## config.mk

```make
export PLATFORM = sky130hd
export DESIGN_NAME = gepp_div
export DESIGN_NICKNAME = d
export VERILOG_FILES = /design/src/gepp_pkg.sv /design/src/gepp_div.sv
export SDC_FILE = /design/constraint.sdc
export NUM_CORES = 1
export LEC_CHECK = 0
export BUFFER_PORTS_ARGS = -buffer_cell sky130_fd_sc_hd__buf_2
export CELL_PAD_IN_SITES_DETAIL_PLACEMENT = 1
export CELL_PAD_IN_SITES_GLOBAL_PLACEMENT = 1
export CORE_MARGIN = 1.5
export CORE_UTILIZATION = 43
export DETAILED_ROUTE_END_ITERATION = 6
export PLACE_DENSITY_LB_ADDON = 0.1
export SETUP_SLACK_MARGIN = 0.5
export SLEW_MARGIN = 5
export SYNTH_ARGS = -nofsm -noshare
export SYNTH_HDL_FRONTEND = slang
export SYNTH_SLANG_ARGS = --single-unit
export TNS_END_PERCENT = 20
```

## constraint.sdc

```tcl
create_clock -name clk -period 16.03 [get_ports clk]
set_input_delay 3.206 -clock clk [delete_from_list [all_inputs] [get_ports clk]]
set_output_delay 3.206 -clock clk [all_outputs]
set_load 0.005 [all_outputs]
```

## src/gepp_pkg.sv

```systemverilog
// Shared types and helpers for the Gaussian elimination solver.
// Used by gepp_div and gauss_elimination_partial_pivot_solver; depends on nothing.
`default_nettype none
package gepp_pkg;

  localparam int DATA_W    = 32;
  localparam int MAX_ORDER = 16;

  // Request commands carried on the input tuser.
  localparam logic CMD_LOAD  = 1'b0;
  localparam logic CMD_SOLVE = 1'b1;

  typedef logic signed [DATA_W-1:0] fix_t;

  localparam fix_t FIX_MAX = 32'sh7FFF_FFFF;
  localparam fix_t FIX_MIN = 32'sh8000_0000;

  // Saturate a wide signed value to the 32-bit range.
  function automatic fix_t sat_fix(input logic signed [71:0] v);
    fix_t r;
    if (v > 72'sh7FFF_FFFF) begin
      r = FIX_MAX;
    end else if (v < -72'sh8000_0000) begin
      r = FIX_MIN;
    end else begin
      r = v[DATA_W-1:0];
    end
    return r;
  endfunction

endpackage
`default_nettype wire

```

## src/gepp_div.sv

```systemverilog
// Iterative fixed-point divider: (a * 2^FRAC_BITS) / b, truncated, saturated.
// One quotient bit per cycle; depends on gepp_pkg.
`default_nettype none
module gepp_div #(
  parameter int FRAC_BITS = 16
) (
  input  wire logic          clk,
  input  wire logic          rst,
  input  wire logic          start,
  input  wire gepp_pkg::fix_t dividend,
  input  wire gepp_pkg::fix_t divisor,
  output logic               done,
  output gepp_pkg::fix_t     quotient
);
  import gepp_pkg::*;

  localparam int NW = 33 + FRAC_BITS;
  localparam int KW = $clog2(NW + 1);
  localparam logic [NW-1:0] POS_LIM = NW'(64'h7FFF_FFFF);
  localparam logic [NW-1:0] NEG_LIM = NW'(64'h8000_0000);

  localparam logic [1:0] S_IDLE = 2'd0;
  localparam logic [1:0] S_RUN  = 2'd1;
  localparam logic [1:0] S_FIN  = 2'd2;

  logic [1:0]    state;
  logic [NW-1:0] num;
  logic [NW-1:0] q;
  logic [32:0]   den;
  logic [32:0]   rem;
  logic [KW-1:0] cnt;
  logic          neg;
  logic [33:0]   rem_s;
  logic [32:0]   a_mag;
  logic [32:0]   b_mag;

  // Operand magnitudes.
  always_comb begin
    a_mag = dividend[31] ? (33'd0 - {dividend[31], dividend}) : {1'b0, dividend};
    b_mag = divisor[31] ? (33'd0 - {divisor[31], divisor}) : {1'b0, divisor};
    rem_s = {rem, num[NW-1]};
  end

  // Restoring division, one bit a cycle.
  always_ff @(posedge clk) begin
    if (rst) begin
      state <= S_IDLE;
      done  <= 1'b0;
    end else begin
      case (state)
        S_IDLE: begin
          done <= 1'b0;
          if (start) begin
            num   <= {a_mag, FRAC_BITS'(0)};
            den   <= b_mag;
            neg   <= dividend[31] ^ divisor[31];
            rem   <= '0;
            q     <= '0;
            cnt   <= KW'(NW);
            state <= S_RUN;
          end
        end
        S_RUN: begin
          if (rem_s >= {1'b0, den}) begin
            rem <= 33'(rem_s - {1'b0, den});
            q   <= {q[NW-2:0], 1'b1};
          end else begin
            rem <= rem_s[32:0];
            q   <= {q[NW-2:0], 1'b0};
          end
          num <= {num[NW-2:0], 1'b0};
          cnt <= cnt - KW'(1);
          if (cnt == KW'(1)) begin
            state <= S_FIN;
          end
        end
        S_FIN: begin
          if (!neg) begin
            quotient <= (q > POS_LIM) ? FIX_MAX : q[31:0];
          end else begin
            quotient <= (q > NEG_LIM) ? FIX_MIN : 32'(NW'(0) - q);
          end
          done  <= 1'b1;
          state <= S_IDLE;
        end
        default: state <= S_IDLE;
      endcase
    end
  end

endmodule
`default_nettype wire

```

==> results.toml <==
[worst_setup_path]
r2r_start = "num[48]"
crit_path_max_fanout = 7
crit_path_frequent_cell = "or4_4"
r2r-end = "rem[28]"
start_kind = "input port"
reg2reg_slack_ps = 11920
cp.arrival_ps = 5850
reg2regPathDepth = 12
required_ps = 16190
worstSetupPathType = "in2reg"
cp-end-kind = "flip-flop"
path_cells = "buf_2 -> or4_4 -> or4_4 -> or4_4 -> or2_1 -> nand2b_4 -> o41ai_4 -> xor2_1 -> o21ai_1"
slowest_delay_ps = 530
slowest_stage = "or4_4"

[min_path]
whs_path_depth = 2
hold_start = "done"
min_to = "done"
hold_path_class = "reg2reg"

[pwr]
p_leak_uw = 0.004840
power.density_nw_per_um2 = 96.97
ir_drop_v = 0.00005347

[place]
portBuffers = 99
post-dp-hpwl_mm = 19.30
place_area_um2 = 12150
place.gp.congestion = 0.8384
post-place-ws_ps = 9861

[cts]
clockBufferDepth = 2
cts_resized = 0
post-cts-setup-buffers = 0
cts_buffers = 17
insertion_delay_ps = 440
cts-root-buf = "clkbuf_16"
clkTransAtPathRegs_ps = 70
cts_tree = "done"
holdBufCountCts = 0
htreeDepth = 4
clkSinkCount = 190

[grt]
grt_max_degree = 84
top_usage_layer = "met2"
grt_use_met2 = 0.3432
antenna_found_initial = 1
grt_util_met1 = 0.2909
grt_pass1_vias = 8899
grt_pass1_wl_mm = 45.34
grt.met3_usage = 0.02972
grt.total_usage = 0.2092
grt_overflow_total = 0

[drt]
vias = 8807
drtPass1Iterations = 5
ant_nets = 0
routed_wl_mm = 27.63
viasPerCell = 5.653
drc = 0
wl_per_cell_um = 17.74
first_iter_violations = 535

[yosys]
synth_top_cell_by_area = "edfxtp_1"
ys_top_cells_by_count = "edfxtp_1, nand2_1, a21oi_1"
synth_top_family_by_area = "simple AND/OR/NAND/NOR gates"
synth_top_flop_cell = "edfxtp_1"
syn_avg_cell_area_um2 = 9.967
synth.distinct_cells = 66
synth_warnings = 0
synth-xor-area-share = 0.06860
ys_async_sr_fraction = 0
syn-num-nets = 1247
synth-compound-area-share = 0.1667
synth_cells = 1140
synth_simple_gate_area_frac = 0.1705
synthesis.area_um2 = 11360
synth_edf_count = 187
synthAdderAreaFrac = 0.04471
synthMuxAreaShare = 0.007929
synth.area.top_cells = "edfxtp_1, nand2_1, ha_1, a21oi_1, o21ai_0"
ys_seq_elements = 190
synth_top_area_share = 0.4942
yosysSeqAreaShare = 0.4995
yosysMostFrequentCell = "edfxtp_1"

[finish]
area_growth_pct = 12.28
fin_area_um2 = 12760
fin_nets = 1317
antennaDiodeCount = 0
drive_gt1_frac = 0.1341

[timing]
final.setup_skew_ps = 14.50
finalWorstSetupSlack_ps = 10330
setup_tns_ps = 0
rsz0062_at_grt = "no"
hold_viol = 0
drv_slew = 0
worst_pin_slew_ps = 1115
slew_headroom = 0.2568
period_minus_slack_ps = 5696
finalCritPeriodShare = 0.3554
fmax_mhz = 175.6
setup_viol = 0
holdWs_ps = 458.8

[run_status]
status = "completed"

[flow_run]
drv_cap = 0

[floorplanning]
rows = 59
io_pins = 100
core_um2 = 25980
die_h_um = 165.6
start_util = 0.4373
dieArea_um2 = 27410
die_x_um = 165.6
[final cells by class]
cell class	count	area, µm²
Fill cell	2966	13230
Sequential cell	190	5675
Multi-Input combinational cell	826	5245
Timing Repair Buffer	108	563.0
Clock buffer	17	425.4
Tap cell	335	419.2
Inverter	67	251.5
Clock inverter	15	177.7
[cell usage in the layout (no fill, tap or decap), types with 5 or more instances in the layout]
cell type	synthesis	layout
edfxtp_1	187	187
nand2_1	133	133
buf_2	1	99
a21oi_1	94	94
o21ai_0	82	82
nor2_1	69	68
inv_1	67	67
xor2_1	45	45
xnor2_1	44	44
and2_1	44	44
ha_1	39	39
nor3_1	22	21
o31ai_1	20	20
nand4_1	20	20
nor4_1	19	19
clkbuf_16	0	17
a21o_1	16	16
nand3_1	16	16
or3_1	15	15
a211oi_1	13	13
a211o_1	10	10
or4_1	9	9
o41ai_1	9	9
mux2i_1	9	9
buf_4	0	9
nand2b_1	8	8
inv_6	0	8
or2_2	7	7
a31oi_1	7	7
a2bb2oi_1	5	5
and3_1	5	5
[metrics by stage]
stage	power [µW]	cells	util
final	1237	1558	0.4909
after global routing	1291	1558	0.4909
after CTS	1248	1558	0.4909
after detailed placement	811.7	1526	0.4677
after global placement	806.8	1526	0.4677
after floorplan	753.6	1140	-
[power by group]
part	internal [µW]	leakage, µW	switching, µW
clock	224	0.000292	211
sequential	582	0.00181	18.0
combinational	77.3	0.00274	125
total	883	0.00484	354
[cell families (layout without fill, tap and decap cells)]
family                     count (synthesis)  in the layout
and+or+nand+nor                          388            388
buffers and inverters                    124            207
other                                      1              1
muxes                                      9              9
AOI/OAI and AO/OA                        299            299
adders and majority gates                 40             40
xor gates and xnor gates                  89             89
DFF                                      190            190
[registers in the layout (all words and copies together) (netlist names)]
signal,cells
q,49
den,33
num,33
rem,33
quotient,32
cnt,6
state,2
done,1
neg,1
[metal layers]
metal / part of all wire / vias to the layer above
met5: 0.00036 / -
met2: 0.46 / 140
met4: 0.011 / 2
li1: - / 4305
met1: 0.49 / 4338
met3: 0.036 / 22
[critical path, delay by kind of cell]
family,cells,cell delay [ps]
compound gates,2,290
xor+xnor,1,190
buf+inv,1,130
simple gates,5,2030
[how the worst max path moves through the flow]
stage / from / endpoint / cells after the start
after floorplan: rst / cnt[0] / 1
after global placement: dividend[5] / num[45] / 9
after detailed placement: dividend[3] / num[43] / 9
after CTS: dividend[3] / num[45] / 9
after global routing: dividend[17] / num[44] / 9
final: dividend[3] / num[45] / 9
No activity file was read; power rests on OpenSTA's default activity.
